### src/tsc_pkg.sv
// Shared constants and types for the timer prescaler and count selection block.
// Holds the clock source table, field widths, status codes and stage structs.
// Depends on nothing.
package tsc_pkg;

	// Field and internal widths
	localparam int REQ_W    = 32;
	localparam int CNT_W    = 16;
	localparam int ACH_W    = 32;
	localparam int STATUS_W = 2;
	localparam int SEL_W    = 3;
	localparam int NSRC     = 5;
	localparam int SRC_IDX_W = $clog2(NSRC);

	// Quotient estimate width: numerator below 2**32 divided by at least 1000
	localparam int QUO_W    = 23;
	// Remainder width: below the largest divisor, 3600000
	localparam int REM_W    = 22;
	// Width of the reciprocal product
	localparam int PROD_W   = REQ_W + QUO_W;
	// Width of count times divisor in the achieved interval
	localparam int ACHP_W   = CNT_W + REQ_W;

	// Reset value of the minimum count register
	localparam logic [CNT_W-1:0] MIN_COUNT_RESET = 16'd16;

	// Result status codes
	typedef enum logic [STATUS_W-1:0] {
		STATUS_STOP   = 2'd0,
		STATUS_SET    = 2'd1,
		STATUS_NO_FIT = 2'd2
	} status_t;

	// Clock select codes
	localparam logic [SEL_W-1:0] SEL_TICK_4096 = 3'd0;
	localparam logic [SEL_W-1:0] SEL_TICK_64   = 3'd1;
	localparam logic [SEL_W-1:0] SEL_SECOND    = 3'd2;
	localparam logic [SEL_W-1:0] SEL_MINUTE    = 3'd3;
	localparam logic [SEL_W-1:0] SEL_HOUR      = 3'd4;

	// Sources in order of trial: 1/64 s, 1 s, 1 min, 1 h, 1/4096 s
	localparam int SRC_64 = 0;

	// Milliseconds per unit (the divisor)
	localparam logic [REQ_W-1:0] SRC_DIV [NSRC] = '{
		32'd1000, 32'd1000, 32'd60000, 32'd3600000, 32'd1000
	};
	// floor(2**32 / divisor)
	localparam logic [QUO_W-1:0] SRC_RECIP [NSRC] = '{
		23'd4294967, 23'd4294967, 23'd71582, 23'd1193, 23'd4294967
	};
	// log2 of ticks per unit
	localparam logic [3:0] SRC_SHIFT [NSRC] = '{
		4'd6, 4'd0, 4'd0, 4'd0, 4'd12
	};
	// Half a unit in ticks, for rounding the achieved interval
	localparam logic [REQ_W-1:0] SRC_HALF [NSRC] = '{
		32'd32, 32'd0, 32'd0, 32'd0, 32'd2048
	};
	// Largest request in ms that the source can time
	localparam logic [REQ_W-1:0] SRC_LIMIT [NSRC] = '{
		32'd1023984, 32'd65535000, 32'd3932100000, 32'hFFFF_FFFF, 32'd15999
	};
	// Largest count of the source
	localparam logic [CNT_W-1:0] SRC_TOP [NSRC] = '{
		16'd65535, 16'd65535, 16'd65535, 16'd1193, 16'd65535
	};
	// Largest count times divisor
	localparam logic [REQ_W-1:0] SRC_TOP_PROD [NSRC] = '{
		32'd65535000, 32'd65535000, 32'd3932100000, 32'd4294800000, 32'd65535000
	};
	// Select code of each source
	localparam logic [SEL_W-1:0] SRC_CODE [NSRC] = '{
		SEL_TICK_64, SEL_SECOND, SEL_MINUTE, SEL_HOUR, SEL_TICK_4096
	};

	// Quotient stage contents
	typedef struct packed {
		logic [REQ_W-1:0]            req;
		logic [NSRC-1:0][QUO_W-1:0]  quo;
	} quot_t;

	// Evaluation stage contents
	typedef struct packed {
		logic [NSRC-1:0]             acc;
		logic [NSRC-1:0][CNT_W-1:0]  cnt;
	} eval_t;

	// Scaled request: request times ticks per unit
	function automatic logic [REQ_W-1:0] src_num(
		input logic [REQ_W-1:0] req,
		input int               idx
	);
		return req << SRC_SHIFT[idx];
	endfunction

endpackage

### src/tsc_quot_stage.sv
// Quotient estimate stage: scaled request times reciprocal for each source.
// Uses tsc_pkg; registers the estimates for the evaluation stage.
module tsc_quot_stage (
	input  logic                    clk,
	input  logic                    en,
	input  logic [tsc_pkg::REQ_W-1:0] req_s1,
	output tsc_pkg::quot_t          quot_s2
);

	tsc_pkg::quot_t quot_d;

	// Estimate each quotient; it is the true one or one short
	always_comb begin
		logic [tsc_pkg::PROD_W-1:0] prod;
		quot_d.req = req_s1;
		quot_d.quo = '0;
		for (int i = 0; i < tsc_pkg::NSRC; i++) begin
			prod = tsc_pkg::PROD_W'(tsc_pkg::src_num(req_s1, i))
				* tsc_pkg::PROD_W'(tsc_pkg::SRC_RECIP[i]);
			quot_d.quo[i] = prod[tsc_pkg::PROD_W-1 -: tsc_pkg::QUO_W];
		end
	end

	// Hold on stall, advance otherwise
	always_ff @(posedge clk) begin
		if (en) begin
			quot_s2 <= quot_d;
		end
	end

endmodule

### config.mk
export PLATFORM = sky130hd
export DESIGN_NAME = tsc_quot_stage
export DESIGN_NICKNAME = d
export VERILOG_FILES = /design/src/tsc_pkg.sv /design/src/tsc_quot_stage.sv
export SDC_FILE = /design/constraint.sdc
export NUM_CORES = 2
export LEC_CHECK = 0
export BUFFER_PORTS_ARGS = -buffer_cell sky130_fd_sc_hd__clkbuf_2
export CORE_MARGIN = 4
export CORE_UTILIZATION = 60
export DETAILED_ROUTE_END_ITERATION = 10
export PLACE_DENSITY_LB_ADDON = 0.25
export REMOVE_ABC_BUFFERS = 1
export SYNTH_ARGS = -nofsm -noshare
export SYNTH_HDL_FRONTEND = slang
export SYNTH_SLANG_ARGS = --single-unit
### constraint.sdc
create_clock -name clk -period 8.75 [get_ports clk]
set_clock_uncertainty 0.1 [all_clocks]
set_input_delay 0 -clock clk [delete_from_list [all_inputs] [get_ports clk]]
set_output_delay 0 -clock clk [all_outputs]
set_load 0.05 [all_outputs]
* Word level (Yosys, flattened, before mapping)
Cells that the tools add are included.
** Operators by class
- Multipliers :: 5
** Operators with widths (number)
- multiplier 32 x 23 -> 55 bit (second input constant) :: 1
- multiplier 26 x 23 -> 49 bit (second input constant) :: 1
- multiplier 32 x 16 -> 48 bit (second input constant) :: 1
- multiplier 20 x 23 -> 43 bit (second input constant) :: 1
- multiplier 32 x 11 -> 43 bit (second input constant) :: 1
** Word-level totals
- Flip-flop bits (word level) :: 129
- Bits of input ports :: 34
- Output and inout port bits :: 147
- Word-level logic and storage cells :: 11

* Logic depth before layout (Yosys ltp)
- Depth after elaboration :: 1
- Gate-level depth with buffers :: 24
- Gate-level depth less buffers :: 23

* Worst setup path before layout
OpenSTA, ideal clock, no wires.
- Path type :: input to register
- Start :: in req_s1[17] in the netlist's numbering
- End :: reg quot_s2[113] in the netlist's numbering (data pin)
- Library setup time :: 0.255 ns
- Arrival :: 5.467 ns
- Data required time :: 8.395 ns
- Setup slack :: 2.929 ns
- Cell stages on the path :: 21
- Buffers on the path :: 0
- Cells stage by stage :: fa_1 > inv_1 > fa_1 > inv_1 > fa_1 > fa_1 > fa_1 > inv_1 > fa_1 > inv_1 > ha_1 > ha_1 > and3_1 > a22o_1 > a31oi_1 > o21a_1 > a211oi_1 > or2_2 > a41oi_1 > o211ai_1 > and2_1
** RTL lines
- start, declared :: line tsc_quot_stage.sv:6 : input logic [tsc_pkg::REQ_W-1:0] req_s1,
- end signal, assigned :: line tsc_quot_stage.sv:27 : quot_s2 <= quot_d;
- end, declared :: line tsc_quot_stage.sv:7 : output tsc_pkg::quot_t quot_s2

==> metrics.md <==
| Metric | Value |
|---|---|
| DP Area | 38900 sq um |
| Slew Limit Fails | 0 |
| DP Wirelength | 80000 um |
| Max cap viols | 0 |
| Critical path's most frequent cell | fa_1 |
| Min Tclk post-route | 7.33 ns |
| Detailed-route vias per instance | 5.47 |
| Post-synth EDFFs | 129 |
| CP Capture Point | quot_s2[38]$_DFFE_PP_ |
| Residual DRC | 0 |
| GRT Total Usage | 30.0% |
| PnR worst setup slack | 1.42 ns |
| Initial Util | 61.0% |
| Worst slack, placed | 1.46 ns |
| Peak Freq | 0.136 GHz |
| CTS Root Cell | clkbuf_16 |
| Post-Route WL | 94500 um |
| Htree depth | 4 |
| Cell type with the largest total area after synthesis | fa_1 |
| Top flop regs | quot_s2 x129 |
| Clock sinks | 129 |
| CP Data Arrival Time | 7.46 ns |
| Grt ovf | 0 |
| Element type at the critical path end | register |
| Fillers | 4892 |
| Gp weighted congestion | 0.962 |
| Initial antenna violation count | 4 |
| Top_reg_cell synth | edfxtp_1 |
| FF+latch count, synth | 129 |
| Worst-path cell chain | dlygate4sd3_1 -> clkbuf_2 -> ha_1 -> ha_1 -> inv_1 -> fa_1 -> fa_1 -> fa_1 -> inv_1 -> fa_1 -> inv_1 -> fa_1 -> inv_1 -> ha_1 -> nand4_1 -> nor4_1 -> o311ai_0 -> nand3_1 -> a31oi_1 -> o41ai_2 -> and3_1 -> o221ai_1 -> xnor2_1 |
| Floorplan row count | 90 |
| CP startpoint | req_s1[7] |
| Clock transition at the registers of the reported paths | 0.06 ns |
| Req. time, crit path | 8.88 ns |
| Setup TNS | 0 ns |
| Slew headroom | 40.1% |
| Register area | 3870 sq um |
| CTS tree | built |
| Layout cells sized above 1 | 6.47% |
| Port bufs | 162 |
| Die width | 256 um |
| Drt pass-1 iters | 5 |
| Unrepaired setup endpoints after global routing | false |
| Synth Cell Area | 37000 sq um |
| Crit path kind | input port to register |
| Slew of the pin with the lowest slew margin | 0.898 ns |
| Vias in the first global route | 27300 |
| WL per Instance | 20.5 um |
| Period utilisation layout | 83.8% |
| Worst-path fanout max | 12 |
| Detailed Route Iter0 Violations | 1492 |
| Slowest stage delay, CP | 0.62 ns |
| Biggest register | quot_s2 |
| Nets | 5375 |
| Final Util | 65.3% |
| Most frequent cells in the layout | inv_1 (1183), ha_1 (875), fa_1 (644) |
| Top cells by area, synth | fa_1 (35%), ha_1 (30%), inv_1 (12%) |
| Syn_area_per_cell | 10.3 sq um |
| Commonest non-fill, non-tap cell in the layout | inv_1 |
| Critical path's top delay family | adder cells |
| Maximum number of pins on one net before global-route repair | 69 |
| Post-synthesis sequential area ratio | 10.5% |
| Post-synth top area share | 34.8% |
| Design area | 39600 sq um |
| Status | finished, final reports clean |
| Area of the multi-input gates | 28600 sq um |
| Synth cell types | 75 |
| Core Region | 60700 sq um |
| Final setup viols | 0 |
| Post-CTS resize count | 0 |
| DRT antenna net count | 0 |
| Final hold violations | 0 |
| Synth async-reset ratio | 0% |
| Layout area overhead | 7.06% |
| Crit start category | input port |
| Die H | 256 um |
| Bufs and invs on worst path | 6 |
| Yosys warns | 0 |
| Boundary Pins | 181 |
| CP Depth | 23 |
| Mapped Cells | 3606 |
| DIE AREA | 65700 sq um |
| CTS max path bufs | 2 |
| Slowest-stage cell, CP | ha_1 |
| HP Class | input port to register |
| CTS Buf Count | 17 |
| Max FFs per register | 129 |
| First-pass GRT wire length | 150000 um |
| Vias after detailed routing | 25200 |
==> how the worst min path moves through the flow <==
stage	from	to	slack (ns)	cells past startpoint
after global routing	req_s1[12]	quot_s2[127]$_DFFE_PP_	0.03	1
after floorplan	req_s1[0]	quot_s2[115]$_DFFE_PP_	-0.001	0
after global placement	req_s1[31]	quot_s2[45]$_DFFE_PP_	0.42	3
final	req_s1[12]	quot_s2[127]$_DFFE_PP_	0.05	1
after CTS	req_s1[6]	quot_s2[121]$_DFFE_PP_	0.02	1
after detailed placement	req_s1[31]	quot_s2[45]$_DFFE_PP_	0.42	3
==> repair_timing <==
action,in CTS,in global routing
setup endpoints to repair,0,0
buffers inserted,0,0
hold buffers,9,0
hold endpoints to repair,76,0
==> synth_stat cells, types with 3 or more instances <==
| cell type | instances |
|---|---|
| and3_1 | 13 |
| ha_1 | 875 |
| a2111oi_0 | 4 |
| inv_1 | 1183 |
| a211o_1 | 5 |
| a21oi_1 | 127 |
| nand4_1 | 23 |
| nor2_1 | 61 |
| o21ai_0 | 55 |
| a21boi_0 | 4 |
| o211ai_1 | 19 |
| a311o_1 | 3 |
| nand2_1 | 74 |
| a211oi_1 | 12 |
| a31oi_1 | 16 |
| xor2_1 | 32 |
| or2_2 | 3 |
| xnor2_1 | 50 |
| o21a_1 | 14 |
| or3_1 | 4 |
| o2111ai_1 | 4 |
| o31ai_1 | 5 |
| a21o_1 | 54 |
| a311oi_1 | 5 |
| nand3_1 | 44 |
| nor3_1 | 18 |
| nand2b_1 | 7 |
| clkbuf_1 | 6 |
| and2_1 | 5 |
| buf_4 | 18 |
| and4_1 | 4 |
| o21bai_1 | 17 |
| edfxtp_1 | 129 |
| nor2b_1 | 15 |
| fa_1 | 644 |
| nor4_1 | 5 |
==> metrics by stage <==
step                instances  hold slack (ns)
floorplan                3598         -0.00113
global placement         4576            0.415
detailed placement       4576            0.416
CTS                      4615           0.0156
global route             4616           0.0261
finish                   4617           0.0517
==> per-layer routing <==
layer  wire length (um)  vias to the layer above  GRT usage (%)  part of all wire (%)
li1                   -                    11800              -                     -
met1              38800                    12500           39.3                    41
met2              44300                      810           48.9                    47
met3               7430                      171           6.80                   7.9
met4               3960                        4           11.6                   4.2
met5                 23                        -              0                 0.024
==> final cells by class <==
cell class	count	area share [%]
timing repair buffer	205	2.93
multi-input combinational	2286	72.2
antenna	2	0.0126
tap	782	2.47
inverter	1183	11.2
clock buffer	17	1.07
sequential	129	9.78
clock inverter	13	0.357
==> cell families (layout without fill, tap and decap cells) <==
logic type               after synthesis  count (layout)  synth area share [%]
AO/OA/AOI/OAI                        382             382                  6.94
XOR/XNOR                              82              82                  1.94
adder cells (fa/ha/maj)             1519            1519                  64.4
buffers and inverters               1208            1418                  12.4
flip-flops                           129             129                  10.5
multiplexers                           1               1                0.0271
other                                  1              20                0.0101
AND/OR/NAND/NOR                      284             284                  3.73
Power is not shown: default switching activity piles up to over one toggle a cycle in this logic, so the estimate is an artifact.
