`src/tsc_pkg.sv`:
```
// Shared constants and types for the timer prescaler and count selection block.
// Holds the clock source table, field widths, status codes and stage structs.
// Depends on nothing.
package tsc_pkg;

	// Field and internal widths
	localparam int REQ_W    = 32;
	localparam int CNT_W    = 16;
	localparam int ACH_W    = 32;
	localparam int STATUS_W = 2;
	localparam int SEL_W    = 3;
	localparam int NSRC     = 5;
	localparam int SRC_IDX_W = $clog2(NSRC);

	// Quotient estimate width: numerator below 2**32 divided by at least 1000
	localparam int QUO_W    = 23;
	// Remainder width: below the largest divisor, 3600000
	localparam int REM_W    = 22;
	// Width of the reciprocal product
	localparam int PROD_W   = REQ_W + QUO_W;
	// Width of count times divisor in the achieved interval
	localparam int ACHP_W   = CNT_W + REQ_W;

	// Reset value of the minimum count register
	localparam logic [CNT_W-1:0] MIN_COUNT_RESET = 16'd16;

	// Result status codes
	typedef enum logic [STATUS_W-1:0] {
		STATUS_STOP   = 2'd0,
		STATUS_SET    = 2'd1,
		STATUS_NO_FIT = 2'd2
	} status_t;

	// Clock select codes
	localparam logic [SEL_W-1:0] SEL_TICK_4096 = 3'd0;
	localparam logic [SEL_W-1:0] SEL_TICK_64   = 3'd1;
	localparam logic [SEL_W-1:0] SEL_SECOND    = 3'd2;
	localparam logic [SEL_W-1:0] SEL_MINUTE    = 3'd3;
	localparam logic [SEL_W-1:0] SEL_HOUR      = 3'd4;

	// Sources in order of trial: 1/64 s, 1 s, 1 min, 1 h, 1/4096 s
	localparam int SRC_64 = 0;

	// Milliseconds per unit (the divisor)
	localparam logic [REQ_W-1:0] SRC_DIV [NSRC] = '{
		32'd1000, 32'd1000, 32'd60000, 32'd3600000, 32'd1000
	};
	// floor(2**32 / divisor)
	localparam logic [QUO_W-1:0] SRC_RECIP [NSRC] = '{
		23'd4294967, 23'd4294967, 23'd71582, 23'd1193, 23'd4294967
	};
	// log2 of ticks per unit
	localparam logic [3:0] SRC_SHIFT [NSRC] = '{
		4'd6, 4'd0, 4'd0, 4'd0, 4'd12
	};
	// Half a unit in ticks, for rounding the achieved interval
	localparam logic [REQ_W-1:0] SRC_HALF [NSRC] = '{
		32'd32, 32'd0, 32'd0, 32'd0, 32'd2048
	};
	// Largest request in ms that the source can time
	localparam logic [REQ_W-1:0] SRC_LIMIT [NSRC] = '{
		32'd1023984, 32'd65535000, 32'd3932100000, 32'hFFFF_FFFF, 32'd15999
	};
	// Largest count of the source
	localparam logic [CNT_W-1:0] SRC_TOP [NSRC] = '{
		16'd65535, 16'd65535, 16'd65535, 16'd1193, 16'd65535
	};
	// Largest count times divisor
	localparam logic [REQ_W-1:0] SRC_TOP_PROD [NSRC] = '{
		32'd65535000, 32'd65535000, 32'd3932100000, 32'd4294800000, 32'd65535000
	};
	// Select code of each source
	localparam logic [SEL_W-1:0] SRC_CODE [NSRC] = '{
		SEL_TICK_64, SEL_SECOND, SEL_MINUTE, SEL_HOUR, SEL_TICK_4096
	};

	// Quotient stage contents
	typedef struct packed {
		logic [REQ_W-1:0]            req;
		logic [NSRC-1:0][QUO_W-1:0]  quo;
	} quot_t;

	// Evaluation stage contents
	typedef struct packed {
		logic [NSRC-1:0]             acc;
		logic [NSRC-1:0][CNT_W-1:0]  cnt;
	} eval_t;

	// Scaled request: request times ticks per unit
	function automatic logic [REQ_W-1:0] src_num(
		input logic [REQ_W-1:0] req,
		input int               idx
	);
		return req << SRC_SHIFT[idx];
	endfunction

endpackage

```
`src/tsc_eval_stage.sv`:
```
// Evaluation stage: remainder, rounding, saturation and acceptance per source.
// Uses tsc_pkg; takes the quotient stage and the minimum count register.
module tsc_eval_stage (
	input  logic                      clk,
	input  logic                      en,
	input  tsc_pkg::quot_t            quot_s2,
	input  logic [tsc_pkg::CNT_W-1:0] minimum_count,
	output tsc_pkg::eval_t            eval_s3
);

	tsc_pkg::eval_t eval_d;

	// Work out the count and the acceptance of every source side by side
	always_comb begin
		logic [tsc_pkg::REQ_W-1:0] num;
		logic [tsc_pkg::REQ_W-1:0] rem_raw;
		logic [tsc_pkg::REM_W-1:0] rem;
		logic [tsc_pkg::QUO_W-1:0] quo;
		logic [tsc_pkg::QUO_W:0]   cnt_up;
		logic [tsc_pkg::REQ_W-1:0] err;
		logic [tsc_pkg::CNT_W-1:0] cnt;
		logic                      over;
		logic                      up;
		logic                      skip;
		eval_d = '0;
		// Any earlier source skipped is the same as the first one skipped
		over = quot_s2.req > tsc_pkg::SRC_LIMIT[tsc_pkg::SRC_64];
		for (int i = 0; i < tsc_pkg::NSRC; i++) begin
			num = tsc_pkg::src_num(quot_s2.req, i);
			rem_raw = num - tsc_pkg::REQ_W'(quot_s2.quo[i] * tsc_pkg::SRC_DIV[i]);
			// Correct an estimate that is one short
			if (rem_raw >= tsc_pkg::SRC_DIV[i]) begin
				quo = quot_s2.quo[i] + 1'b1;
				rem = tsc_pkg::REM_W'(rem_raw - tsc_pkg::SRC_DIV[i]);
			end else begin
				quo = quot_s2.quo[i];
				rem = tsc_pkg::REM_W'(rem_raw);
			end
			// Round to nearest, or up once a source has been skipped
			if (over) begin
				up = rem != '0;
			end else begin
				up = tsc_pkg::REQ_W'({rem, 1'b0}) >= tsc_pkg::SRC_DIV[i];
			end
			cnt_up = {1'b0, quo} + (tsc_pkg::QUO_W+1)'(up);
			err = up ? tsc_pkg::SRC_DIV[i] - tsc_pkg::REQ_W'(rem) : tsc_pkg::REQ_W'(rem);
			// Saturate at the top count
			if (cnt_up > (tsc_pkg::QUO_W+1)'(tsc_pkg::SRC_TOP[i])) begin
				cnt = tsc_pkg::SRC_TOP[i];
				err = num - tsc_pkg::SRC_TOP_PROD[i];
			end else begin
				cnt = cnt_up[tsc_pkg::CNT_W-1:0];
			end
			skip = quot_s2.req > tsc_pkg::SRC_LIMIT[i];
			// The last source needs only to fit
			eval_d.acc[i] = !skip && ((i == tsc_pkg::NSRC - 1) ||
				(cnt >= minimum_count && {err, 8'b0} <= {8'b0, num}));
			eval_d.cnt[i] = cnt;
		end
	end

	// Hold on stall, advance otherwise
	always_ff @(posedge clk) begin
		if (en) begin
			eval_s3 <= eval_d;
		end
	end

endmodule

```
`config.mk`:
```
export PLATFORM = sky130hd
export DESIGN_NAME = tsc_eval_stage
export DESIGN_NICKNAME = d
export VERILOG_FILES = /design/src/tsc_pkg.sv /design/src/tsc_eval_stage.sv
export SDC_FILE = /design/constraint.sdc
export NUM_CORES = 2
export LEC_CHECK = 0
export BUFFER_PORTS_ARGS = -buffer_cell sky130_fd_sc_hd__buf_2
export CAP_MARGIN = 20
export CORE_ASPECT_RATIO = 0.9
export CORE_MARGIN = 8
export CORE_UTILIZATION = 50
export DETAILED_ROUTE_END_ITERATION = 8
export HOLD_SLACK_MARGIN = 0.05
export MAX_ROUTING_LAYER = met4
export PLACE_DENSITY = 0.64
export SYNTH_ARGS = -nofsm -noshare
export SYNTH_HDL_FRONTEND = slang
export SYNTH_SLANG_ARGS = --single-unit
```
`constraint.sdc`:
```
create_clock -name clk -period 16.55 [get_ports clk]
set_input_delay 0.8275 -clock clk [delete_from_list [all_inputs] [get_ports clk]]
set_output_delay 0.8275 -clock clk [all_outputs]
set_load 0.03 [all_outputs]
```
**Word-level counts from Yosys, hierarchy flattened**

Index checks and enable logic that the tools add are counted.

- Reduce and logical (&&, ||, !) cells: 18
- Add/subtract/negate cells: 28
- Multipliers: 5
- $lt $le $gt $ge: 28
- Mux-type cells: 27

Operators by type and width:

| operator | number |
|---|---|
| $mux 32 | 8 |
| $le 40x32->1 | 4 |
| $sub 32x32->32 | 5 |
| $add 23x1->24 | 5 |
| $add 23x1->23 const B | 5 |
| $mux 23 | 5 |
| $mux 22 | 5 |
| $reduce_bool 22->1 | 5 |
| $ge 32x10->1 const B | 3 |
| $gt 24x16->1 const B | 4 |
| $mul 23x7->29 const B | 3 |
| $ge 23x10->1 const B | 3 |
| $sub 22x10->22 const B | 3 |
| $ge 16x16->1 | 4 |
| $gt 32x32->1 const B | 2 |
| $mux 16 | 4 |
| $sub 32x26->32 const B | 2 |
| $sub 32x32->32 const B | 2 |
| $sub 10x22->23 const A | 2 |
| $ge 32x16->1 const B | 1 |
| $ge 32x22->1 const B | 1 |
| $gt 32x14->1 const B | 1 |
| $gt 32x20->1 const B | 1 |
| $gt 32x26->1 const B | 1 |
| other kinds (12) | 27 |

- Output and inout bits: 85
- Register bits: 85
- Input bits: 165

**Depth between registers and ports, before layout**

- Depth after elaboration: 12
- Mapped depth: 78
- Mapped depth without buffers: 75

**Worst setup path before layout**

OpenSTA, ideal clock, no wires.

- Kind: input-to-reg
- Start: input port quot_s2[0] (netlist bit)
- End: register eval_s3[80] (netlist bit), data pin
- Data required time: 16,296 ps
- Library setup time: 254 ps
- Slack: 1,845 ps
- Arrival time: 14,451 ps
- Stages on the path: 76
- Cell sequence: clkbuf_1 inv_1 ha_1 ha_1 inv_1 fa_1 fa_1 inv_1 ha_1 nor2b_1 o21ai_0 a21oi_1 o21ai_0 a21oi_1 o21ai_0 a21oi_1 o21ai_0 a21oi_1 [... 40 more ...] nand2b_1 a21o_1 a21o_1 a21o_1 a21o_1 a21o_1 a21o_1 a21oi_1 nor2b_1 o21ai_0 nand2b_1 a21oi_1 nor2b_1 o21ai_0 nand2_1 o2111ai_1 a221oi_1 o21a_1

RTL lines:

| what | line | text |
|---|---|---|
| from (decl) | tsc_eval_stage.sv:6 | `input tsc_pkg::quot_t quot_s2,` |
| to (signal assigned) | tsc_eval_stage.sv:65 | `eval_s3 <= eval_d;` |
| to (decl) | tsc_eval_stage.sv:8 | `output tsc_pkg::eval_t eval_s3` |

==> run summary <==
Status: finished, final reports clean
Critical path class: input pin to register
Number of I/O pins: 250
Final setup fails: 0
CP required: 16.73 ns
Final ANT Viol Nets: 0
Mapped Cells: 5595
Number of antenna violations at the first check in global routing: 1
Die W: 335.1 µm
Least-Margin Pin Slew: 0.9275 ns
Crit start category: input pin
Max cap viols: 0
WL final: 144300 µm
CP max FO: 15
Syn_area_per_cell: 8.188 µm²
XOR/XNOR Fraction of Synth Area: 11.32%
Final min period: 15.47 ns
Drc violations: 0
First-pass GRT wire length: 226200 µm
Reg with most FFs: eval_s3
Asr flop ratio synth: 0%
Die ar.: 101600 µm²
Placement row count: 105
Prevailing post-synth register cell: edfxtp_1
Number of H-tree levels: 3
Fillcell total: 8878
Footprint of the multi-input gates: 40420 µm²
CTS tree: done
Arr. time, crit path: 15.66 ns
Rel. slew slack: 36.57%
Port Buf Inserts: 249
RSZ-0062 raised after global routing: no
GP Congestion: 0.9994
Clock slew at reported path FFs: 0.09 ns
Worst setup EP type: register
Yosys cell types: 117
Die Height: 303.2 µm
Placed cells: 6995
CTS root buf: clkbuf_16
CP peak stage delay: 0.65 ns
Core region area: 91040 µm²
CTS Buffer Depth: 2
Cell repeated most along the worst path: a21oi_1
DP Area: 48450 µm²
Mux cell area share after synthesis: 1.090%
Storage element area: 2552 µm²
Max-slew violations: 0
FMAX: 0.06462 GHz
Clock buffers created by TritonCTS: 9
Post-DP HPWL: 118100 µm
Seq cells post-synth: 85
Post-Synth Adder-Cell Area: 37.91%
Sink Count: 85
Post-Syn Area: 45810 µm²
WL per Instance: 20.57 µm
Simple-Gate Fraction of Synth Area: 18.72%
Via Count: 42017
Register area share after synthesis: 5.571%
Largest net degree at the start of global routing: 54
Grt total ovfl: 0
EDFF count, synth: 85
GRT Overall Usage: 28.57%
Largest family of logic cells by synthesized area: adder cells
First DRT Iteration DRCs: 3331
Worst path slowest cell: or4b_2
Worst hold slack: 0.9041 ns
First-pass DRT Iterations: 6
Hold crit path type: input pin to register
Ratio of cells with drive above 1 in the final layout: 7.640%
Via density: 5.989
Fin area: 48850 µm²
Fin crit share: 93.50%
Setup_tns: 0 ns
Largest register FFs: 85
Area growth syn-to-layout: 6.617%
Regs by FF count: eval_s3 (85)
Synth Area in Compound Gates: 18.95%
Ys Warns: 0
Vias in the first global route: 40273
Final std cells w/o fill: 7016
Final Hold Viols: 0
Layout Nets: 7055
Starting Density: 50.32%
[repair_timing]
item / in CTS / in global routing
hold buffers: 0 / 0
setup endpoints to repair: 0 / 2
setup buffers: 0 / 4
gates resized for setup: 0 / 12
[path summary, 6_finish.rpt]
path                  slack [ns]  cells after the start       start                     to
worst min-delay path        0.90                      1          en  eval_s3[61]$_DFFE_PP_
worst max-delay path        1.08                     72  quot_s2[0]  eval_s3[80]$_DFFE_PP_
[cell usage after synthesis, drive strengths merged (13+ instances only)]
cell	instances	area [µm²]
ha	644	8058
inv	608	2282
fa	465	9309
xnor2	428	3749
nor2	413	1558
nand2	393	1475
a21oi	351	1783
o21ai	281	1410
nand3	178	900.9
xor2	159	1393
a21o	143	1074
nor3	143	725.7
clkbuf	97	365.4
nand2b	97	606.8
nand4	94	588.1
edfxtp	85	2552
nor2b	65	406.6
a31oi	50	312.8
buf	50	282.8
and3	49	306.5
o211ai	49	377.9
o21a	45	337.8
nor4	38	265.3
or3	37	231.5
and2	34	212.7
mux2i	33	330.3
o31ai	33	252.7
a211oi	30	245.2
or2	30	187.7
o21bai	28	210.2
nor3b	23	183.9
o22ai	23	150.1
a41oi	22	207.7
a2111oi	21	242.7
nor4b	21	217.7
o31a	21	183.9
or4	21	161.4
nand3b	19	142.6
a21boi	17	127.6
o2111ai	17	148.9
a221oi	15	156.4
mux2	15	168.9
and4	14	122.6
a211o	13	113.9
[per-layer routing]
layer | routed length (µm) | GRT usage (%)
met5 | 0 | -
met3 | 9303 | 2.952
met1 | 63570 | 38.33
met4 | 5907 | 10.09
met2 | 65500 | 45.05
[cells in the final DEF (no fill, tap or decap), drive strengths merged, types with 159 or more instances in the layout]
cell,synthesis,layout
inv,608,610
buf,50,312
fa,465,465
nor2,413,413
ha,644,644
xor2,159,159
nand2,393,393
o21ai,281,281
nand3,178,178
a21oi,351,351
xnor2,428,428
[per-stage QoR]
step	util [%]	setup slack, ns
4_1_cts	53.54	0.5338
2_1_floorplan	-	1.845
5_1_grt	53.65	0.005350
3_5_place_dp	53.21	0.1240
6_report	53.65	1.076
3_3_place_gp	53.21	0.3782
[cell families after synthesis]
kind of cell,count (synthesis)
muxes,48
buffers and inverters,760
AOI/OAI and AO/OA,1305
other,1
adders and majority gates,1109
xor gates and xnor gates,589
and+or+nand+nor,1698
DFF,85
[final cells by class]
class / instances / area share, %
diodes: 1 / 0.005123
clock buffers: 9 / 0.4611
clock inverters: 6 / 0.1434
inverters: 613 / 4.711
multi-input cells: 4759 / 82.75
flip-flops and latches: 85 / 5.226
well taps: 1230 / 3.151
repair buffers: 313 / 3.550
[worst max-delay path: cells and delay by family]
kind / cells / cell delay [ns]
compound gates: 37 / 6.71
simple gates: 20 / 4.01
fa+ha+maj: 8 / 3.19
buf+inv: 5 / 0.61
xor+xnor: 1 / 0.16
mux: 1 / 0.14
Power is not shown: default switching activity piles up to over one toggle a cycle in this logic, so the estimate is an artifact.
