**config.mk**
```make
export PLATFORM = sky130hd
export DESIGN_NAME = tsc_pick_stage
export DESIGN_NICKNAME = d
export VERILOG_FILES = /design/src/tsc_pkg.sv /design/src/tsc_pick_stage.sv
export SDC_FILE = /design/constraint.sdc
export NUM_CORES = 1
export LEC_CHECK = 0
export ABC_AREA = 1
export BUFFER_PORTS_ARGS = -buffer_cell sky130_fd_sc_hd__buf_2
export CORE_MARGIN = 1
export CORE_UTILIZATION = 53
export DETAILED_ROUTE_END_ITERATION = 8
export PLACE_DENSITY = 0.73
export SLEW_MARGIN = 20
export SYNTH_ARGS = -nofsm -noshare
export SYNTH_HDL_FRONTEND = slang
export SYNTH_SLANG_ARGS = --single-unit
```
**constraint.sdc**
```tcl
create_clock -name clk -period 10.78 [get_ports clk]
set_input_delay 2.156 -clock clk [delete_from_list [all_inputs] [get_ports clk]]
set_output_delay 2.156 -clock clk [all_outputs]
set_load 0.05 [all_outputs]
```
**src/tsc_pkg.sv**
```systemverilog
// Shared constants and types for the timer prescaler and count selection block.
// Holds the clock source table, field widths, status codes and stage structs.
// Depends on nothing.
package tsc_pkg;

	// Field and internal widths
	localparam int REQ_W    = 32;
	localparam int CNT_W    = 16;
	localparam int ACH_W    = 32;
	localparam int STATUS_W = 2;
	localparam int SEL_W    = 3;
	localparam int NSRC     = 5;
	localparam int SRC_IDX_W = $clog2(NSRC);

	// Quotient estimate width: numerator below 2**32 divided by at least 1000
	localparam int QUO_W    = 23;
	// Remainder width: below the largest divisor, 3600000
	localparam int REM_W    = 22;
	// Width of the reciprocal product
	localparam int PROD_W   = REQ_W + QUO_W;
	// Width of count times divisor in the achieved interval
	localparam int ACHP_W   = CNT_W + REQ_W;

	// Reset value of the minimum count register
	localparam logic [CNT_W-1:0] MIN_COUNT_RESET = 16'd16;

	// Result status codes
	typedef enum logic [STATUS_W-1:0] {
		STATUS_STOP   = 2'd0,
		STATUS_SET    = 2'd1,
		STATUS_NO_FIT = 2'd2
	} status_t;

	// Clock select codes
	localparam logic [SEL_W-1:0] SEL_TICK_4096 = 3'd0;
	localparam logic [SEL_W-1:0] SEL_TICK_64   = 3'd1;
	localparam logic [SEL_W-1:0] SEL_SECOND    = 3'd2;
	localparam logic [SEL_W-1:0] SEL_MINUTE    = 3'd3;
	localparam logic [SEL_W-1:0] SEL_HOUR      = 3'd4;

	// Sources in order of trial: 1/64 s, 1 s, 1 min, 1 h, 1/4096 s
	localparam int SRC_64 = 0;

	// Milliseconds per unit (the divisor)
	localparam logic [REQ_W-1:0] SRC_DIV [NSRC] = '{
		32'd1000, 32'd1000, 32'd60000, 32'd3600000, 32'd1000
	};
	// floor(2**32 / divisor)
	localparam logic [QUO_W-1:0] SRC_RECIP [NSRC] = '{
		23'd4294967, 23'd4294967, 23'd71582, 23'd1193, 23'd4294967
	};
	// log2 of ticks per unit
	localparam logic [3:0] SRC_SHIFT [NSRC] = '{
		4'd6, 4'd0, 4'd0, 4'd0, 4'd12
	};
	// Half a unit in ticks, for rounding the achieved interval
	localparam logic [REQ_W-1:0] SRC_HALF [NSRC] = '{
		32'd32, 32'd0, 32'd0, 32'd0, 32'd2048
	};
	// Largest request in ms that the source can time
	localparam logic [REQ_W-1:0] SRC_LIMIT [NSRC] = '{
		32'd1023984, 32'd65535000, 32'd3932100000, 32'hFFFF_FFFF, 32'd15999
	};
	// Largest count of the source
	localparam logic [CNT_W-1:0] SRC_TOP [NSRC] = '{
		16'd65535, 16'd65535, 16'd65535, 16'd1193, 16'd65535
	};
	// Largest count times divisor
	localparam logic [REQ_W-1:0] SRC_TOP_PROD [NSRC] = '{
		32'd65535000, 32'd65535000, 32'd3932100000, 32'd4294800000, 32'd65535000
	};
	// Select code of each source
	localparam logic [SEL_W-1:0] SRC_CODE [NSRC] = '{
		SEL_TICK_64, SEL_SECOND, SEL_MINUTE, SEL_HOUR, SEL_TICK_4096
	};

	// Quotient stage contents
	typedef struct packed {
		logic [REQ_W-1:0]            req;
		logic [NSRC-1:0][QUO_W-1:0]  quo;
	} quot_t;

	// Evaluation stage contents
	typedef struct packed {
		logic [NSRC-1:0]             acc;
		logic [NSRC-1:0][CNT_W-1:0]  cnt;
	} eval_t;

	// Scaled request: request times ticks per unit
	function automatic logic [REQ_W-1:0] src_num(
		input logic [REQ_W-1:0] req,
		input int               idx
	);
		return req << SRC_SHIFT[idx];
	endfunction

endpackage

```
**src/tsc_pick_stage.sv**
```systemverilog
// Result stage: picks the first accepted source and forms the achieved interval.
// Uses tsc_pkg; drives the result register of the block.
module tsc_pick_stage (
	input  logic                      clk,
	input  logic                      en,
	input  tsc_pkg::eval_t            eval_s3,
	output tsc_pkg::status_t          status_q,
	output logic [tsc_pkg::SEL_W-1:0] clock_select_q,
	output logic [tsc_pkg::CNT_W-1:0] count_value_q,
	output logic [tsc_pkg::ACH_W-1:0] achieved_ms_q
);

	logic                          found;
	logic [tsc_pkg::SRC_IDX_W-1:0] pick;
	logic [tsc_pkg::CNT_W-1:0]     cnt_sel;
	logic [tsc_pkg::ACHP_W-1:0]    ach_sum;
	logic [tsc_pkg::ACH_W-1:0]     ach;
	tsc_pkg::status_t              status_d;
	logic [tsc_pkg::SEL_W-1:0]     sel_d;
	logic [tsc_pkg::CNT_W-1:0]     cnt_d;
	logic [tsc_pkg::ACH_W-1:0]     ach_d;

	// Find the first accepted source in order of trial
	always_comb begin
		found = 1'b0;
		pick  = '0;
		for (int i = tsc_pkg::NSRC - 1; i >= 0; i--) begin
			if (eval_s3.acc[i]) begin
				found = 1'b1;
				pick  = tsc_pkg::SRC_IDX_W'(i);
			end
		end
	end

	// Achieved interval: count times unit, rounded to whole ms, at least 1
	assign cnt_sel = eval_s3.cnt[pick];
	assign ach_sum = tsc_pkg::ACHP_W'(cnt_sel) * tsc_pkg::ACHP_W'(tsc_pkg::SRC_DIV[pick])
		+ tsc_pkg::ACHP_W'(tsc_pkg::SRC_HALF[pick]);
	assign ach = tsc_pkg::ACH_W'(ach_sum >> tsc_pkg::SRC_SHIFT[pick]);

	// A zero request ends here with a zero count, so it reads as stop
	always_comb begin
		status_d = tsc_pkg::STATUS_STOP;
		sel_d    = '0;
		cnt_d    = '0;
		ach_d    = '0;
		if (!found) begin
			status_d = tsc_pkg::STATUS_NO_FIT;
		end else if (cnt_sel != '0) begin
			status_d = tsc_pkg::STATUS_SET;
			sel_d    = tsc_pkg::SRC_CODE[pick];
			cnt_d    = cnt_sel;
			ach_d    = (ach != '0) ? ach : tsc_pkg::ACH_W'(1);
		end
	end

	// Hold the result while it is stalled
	always_ff @(posedge clk) begin
		if (en) begin
			status_q       <= status_d;
			clock_select_q <= sel_d;
			count_value_q  <= cnt_d;
			achieved_ms_q  <= ach_d;
		end
	end

endmodule

```
* Yosys cells after proc, flatten, opt, wreduce, memory -nomap -nowiden
Memories as Yosys holds them, arrays and structs flattened. A register that Yosys moved wholly into a read port is not among the register bits.
Index checks and enable logic that the tools add are counted.
** Storage, ports and cells
- Memory bits (read-only) :: 568
- Register bits after elaboration :: 50
- Bits of input ports :: 87
- Memories kept :: 4
** Operators by class
- Shift operators :: 1
- Add/subtract/negate cells :: 1
- $lt $le $gt $ge :: 2
- Bitwise logic cells :: 1
- Muxes and demuxes :: 20
- Reduce and logical (&&, ||, !) cells :: 5
- $mul :: 1
** Memory list
- (name not given) :: words 8, bits a word 32, rd ports 1, clocked after Yosys merged registers in 0, write ports 0, RTL line tsc_pick_stage.sv:38 : + tsc_pkg::ACHP_W'(tsc_pkg::SRC_HALF[pick]);
- (name not given) :: words 8, bits a word 32, rd ports 1, clocked after Yosys merged registers in 0, write ports 0, RTL line tsc_pick_stage.sv:37 : assign ach_sum = tsc_pkg::ACHP_W'(cnt_sel) * tsc_pkg::ACHP_W'(tsc_pkg::SRC_DIV[pick])
- (name not given) :: words 8, bits a word 4, rd ports 1, clocked after Yosys merged registers in 0, write ports 0, RTL line tsc_pick_stage.sv:39 : assign ach = tsc_pkg::ACH_W'(ach_sum >> tsc_pkg::SRC_SHIFT[pick]);
- (name not given) :: words 8, bits a word 3, rd ports 1, clocked after Yosys merged registers in 1, write ports 0, RTL line tsc_pick_stage.sv:51 : sel_d = tsc_pkg::SRC_CODE[pick];
** Operators by type and width (count)
- 2-to-1 mux 32 bit :: 4
- adder 48 x 32 -> 48 bit :: 1
- binary-select mux 16 bit (select 3 bit) :: 1
- multiplier 16 x 32 -> 48 bit :: 1
- right shift 48 x 4 -> 32 bit :: 1
- nonzero test 32 bit :: 1
- 2-to-1 mux 16 bit :: 1
- nonzero test 16 bit :: 1
- 2-to-1 mux 3 bit :: 5
- 2-to-1 mux 4 bit :: 2
- 2-to-1 mux 1 bit :: 7
- >= comparator 4 bit, second input constant :: 1
- less-than comparator 3 x 4 -> 1 bit, second input constant :: 1
- inverter 3 -> 4 bit :: 1
- AND reduction 3 bit :: 1
- AND reduction 2 bit :: 1
- logical NOT 1 bit :: 1

* Depth between registers and ports, before layout
- Depth after elaboration :: 14
- Mapped depth :: 45
- Mapped depth without buffers :: 44

* Least setup slack after synthesis
No wires, ideal clock.
- Kind :: in2reg
- Start point :: in eval_s3[80] (netlist name)
- End point :: reg achieved_ms_q[18] (netlist name), data pin
- Cell stages on the path :: 38
- Slack :: 1.676 ns
- Data required time :: 10.522 ns
- Setup time :: 0.258 ns
- Data arrival time :: 8.846 ns
- Cells stage by stage :: inv_2 > nand2_1 > nor2_2 > buf_4 > buf_2 > buf_1 > ha_1 > nand2_1 > clkbuf_1 > nor2_1 > fa_1 > fa_1 > inv_1 > fa_1 > inv_1 > fa_1 > fa_1 > inv_1 > [... 2 more ...] > ha_1 > nand2_1 > nor2_2 > and2_1 > nand2_1 > nand2_1 > nand2_1 > nand2_1 > nand2_1 > nand2_1 > nor2_1 > nor2_2 > nand2_1 > nor2_1 > nand3_1 > o21ai_4 > buf_6 > nor2_2
** On the way
- Word-level cells in the longest chain between the ends :: 10
- Elaborated cells between the ends (all ways) :: 20
- Those cells by class :: add/sub: 1; mul: 1; shift: 1; mux: 10; bitwise: 1; reduce/logical: 3; memory: 3
** RTL lines
- start: declaration :: RTL line tsc_pick_stage.sv:6 : input tsc_pkg::eval_t eval_s3,
- 2-to-1 mux 3 bit :: RTL line tsc_pick_stage.sv:28 : if (eval_s3.acc[i]) begin
- inverter 3 -> 4 bit (not written as such) :: RTL line tsc_pick_stage.sv:37, tsc_pick_stage.sv:38, tsc_pick_stage.sv:39
- memory read (8 x 32 bit)
- 2-to-1 mux 32 bit (not written as such) (2 in a row) :: RTL line tsc_pick_stage.sv:37
- multiplier 16 x 32 -> 48 bit :: RTL line tsc_pick_stage.sv:37
- adder 48 x 32 -> 48 bit :: RTL line tsc_pick_stage.sv:38
- right shift 48 x 4 -> 32 bit :: RTL line tsc_pick_stage.sv:39
- nonzero test 32 bit :: RTL line tsc_pick_stage.sv:53 : ach_d = (ach != '0) ? ach : tsc_pkg::ACH_W'(1);
- AND reduction 3 bit (no source line)
- end signal: assignment :: RTL line tsc_pick_stage.sv:63 : achieved_ms_q <= ach_d;
- end: declaration :: RTL line tsc_pick_stage.sv:10 : output logic [tsc_pkg::ACH_W-1:0] achieved_ms_q
Several ways; a longest one is shown, not always the timed one. The select of a mux whose other input is x is not followed.
A chain may end at the register's enable or synchronous reset.

* Worst setup path after layout
- Start point :: in eval_s3[80] (netlist name)
- End point :: reg achieved_ms_q[29] (netlist name), data pin
The elaborated chain is that of the path after synthesis.

==> flow_summary.yaml <==
floorplanning:
  core_area_mm2: 0.0242
  initial_core_util_pct: 54.0
  dieWidth_um: 159
  fp.dieH_um: 159
  rows: 57
  ios: 140
  dieArea_mm2: 0.0253
critical_path:
  start_kind: "input port"
  max_stage_delay_ps: 620
  end_kind: "flop"
  crit_start: "eval_s3[80]"
  crit_path_top_delay_cell: "nor2_1"
  crit_top_cell: "nand2_1"
  crit_type: "input port to flop"
  required_ps: 10830
  path_max_fanout: 31
  cp_data_arrival_time_ps: 10390
grt:
  grt_pass1_wl_um: 57700
  grt_max_degree: 54
  grt_use_total_pct: 29.3
  overflow: 0
  grt_pass1_vias: 11300
  antenna_found_initial: 0
cells_and_area:
  fin_cells: 2219
  multiInputGateArea_mm2: 0.00947
  final_common_cell: "inv_1"
  diodes: 0
  nFillCells: 2362
  synthToLayoutAreaGrowth_pct: 9.46
  final_cell_mix: "460 x inv_1, 387 x nand2_1, 174 x fa_1, 173 x ha_1, 154 x nor2_1"
  finalNetCount: 2328
  drive_gt1_share_pct: 14.2
  regArea_mm2: 0.00159
timing:
  max_slew_margin_pct: 52.2
  fmax_ghz: 0.0967
  setup_viol: 0
  tns_ps: 0
  drv_slew: 0
  tightest_slew_ps: 717
  period_minus_slack_ps: 10340
  hold_viol_final: 0
  fin_crit_sh_pct: 95.9
  rsz0062_at_grt: "no"
clock_network:
  cts_hold_buf: 0
  h-tree-depth: 2
  clockRootBuffer: "clkbuf_16"
  path_clk_slew_ps: 80
  ctsLongestPathBuffers: 2
  cts.sinks: 53
  cts_buffers: 5
  tritoncts: "done"
  cts_resized: 0
  cts_setup_buffers: 0
hold_path:
  hold_start: "eval_s3[83]"
  hp-class: "input port to flop"
synthesis:
  synth-edff-count: 53
  synth_cells: 1757
  async_reset_ff_share_pct: 0
  syn-cell-area_mm2: 0.0131
  avgSynthCellArea_um2: 7.45
  ys_seq_area_share_pct: 12.2
  yosysUniqueCellTypes: 42
  synth-main-ff-cell: "edfxtp_1"
  yosysWarnings: 0
  ys_seq_elements: 53
  syn_nets: 2191
place:
  dp.cells: 2211
  dp_hpwl_um: 31100
  gp_congestion: 1.04
  port_buffers: 139
route:
  vias: 11400
  drt.antenna.violating_nets: 0
  first_pass_iters: 5
  wl_per_cell_um: 16.0
  remaining_drc_errors: 0
  drt_iter0_markers: 961
  wl_um: 35600
  vias_per_cell: 5.12
job:
  drv_cap: 0
outcome:
  status: "finished, final reports clean"
critical path, delay by kind of cell:
kind,cells,cell delay [ps]
fa+ha+maj,8,3590
simple gates,19,3340
buf+inv,9,1090
compound gates,1,160
cells by family (layout without fill, tap and decap cells):
family	Yosys count	count (layout)	synth area share, %
xor gates and xnor gates	4	4	0.268
buffers and inverters	515	653	15.5
DFF	53	53	12.2
and+or+nand+nor	750	750	24.9
AOI/OAI and AO/OA	88	88	4.01
adders and majority gates	347	347	43.2
routing by layer:
layer  vias to the layer above  wire length [um]  GRT usage (%)  share of wire [%]
li1                       5533                 -              -                  -
met1                      5372             14900           38.9                 42
met2                       402             17400           51.7                 49
met3                        55              2360           2.08                6.6
met4                         0               903           7.91                2.5
met5                         -                 0              0                  0
registers in the layout, indices dropped and copies added (netlist names):
name	cells
achieved_ms_q	32
clock_select_q	3
count_value_q	16
status_q	2
metrics by stage:
stage	cell area, um2	setup slack [ps]	util, %	hold slack, ps
5_1_grt	14300	33.3	59.1	2420
3_5_place_dp	14200	349	58.4	2680
3_3_place_gp	14100	394	58.4	2680
6_report	14300	438	59.1	2350
2_1_floorplan	13100	1680	-	2270
4_1_cts	14300	645	59.1	2360
cell type report:
class / instances / area share, %
multi-input combinational: 1189 / 66.1
inverter: 485 / 12.7
sequential: 53 / 11.1
timing repair buffer: 160 / 6.06
tap: 324 / 2.83
clock buffer: 5 / 0.874
clock inverter: 3 / 0.306
synthesized netlist by cell type (2+ instances only):
cell	n	area (um2)
buf_1	2	7.51
and2_1	5	31.3
inv_2	21	78.8
ha_1	173	2160
clkbuf_1	4	15.0
edfxtp_1	53	1590
buf_4	5	37.5
buf_6	8	90.1
nand4_1	10	62.6
nor2_2	46	288
nor2_1	154	578
nor3_1	5	25.0
clkinv_1	4	15.0
nand3_2	4	40.0
nand3b_1	11	82.6
o21a_1	3	22.5
a21oi_2	4	35.0
nand3_1	104	521
nor3_2	2	20.0
o21bai_1	4	30.0
o21ai_1	21	105
or2_1	3	18.8
inv_1	460	1730
nand2_2	12	75.1
a21oi_1	35	175
o21ai_2	6	52.6
xnor2_1	2	17.5
nand2_1	387	1450
nor2_4	2	22.5
xor2_1	2	17.5
fa_1	174	3480
o21ai_0	10	50.1
and3_1	2	12.5
buf_2	11	55.1
final timing paths:
check,to,cells past startpoint
setup / recovery,achieved_ms_q[29],37
hold / removal,status_q[1],4
Power is left out: the tool's default activity adds up to more than one toggle a clock period on the data nets, which glitch-free logic cannot reach.
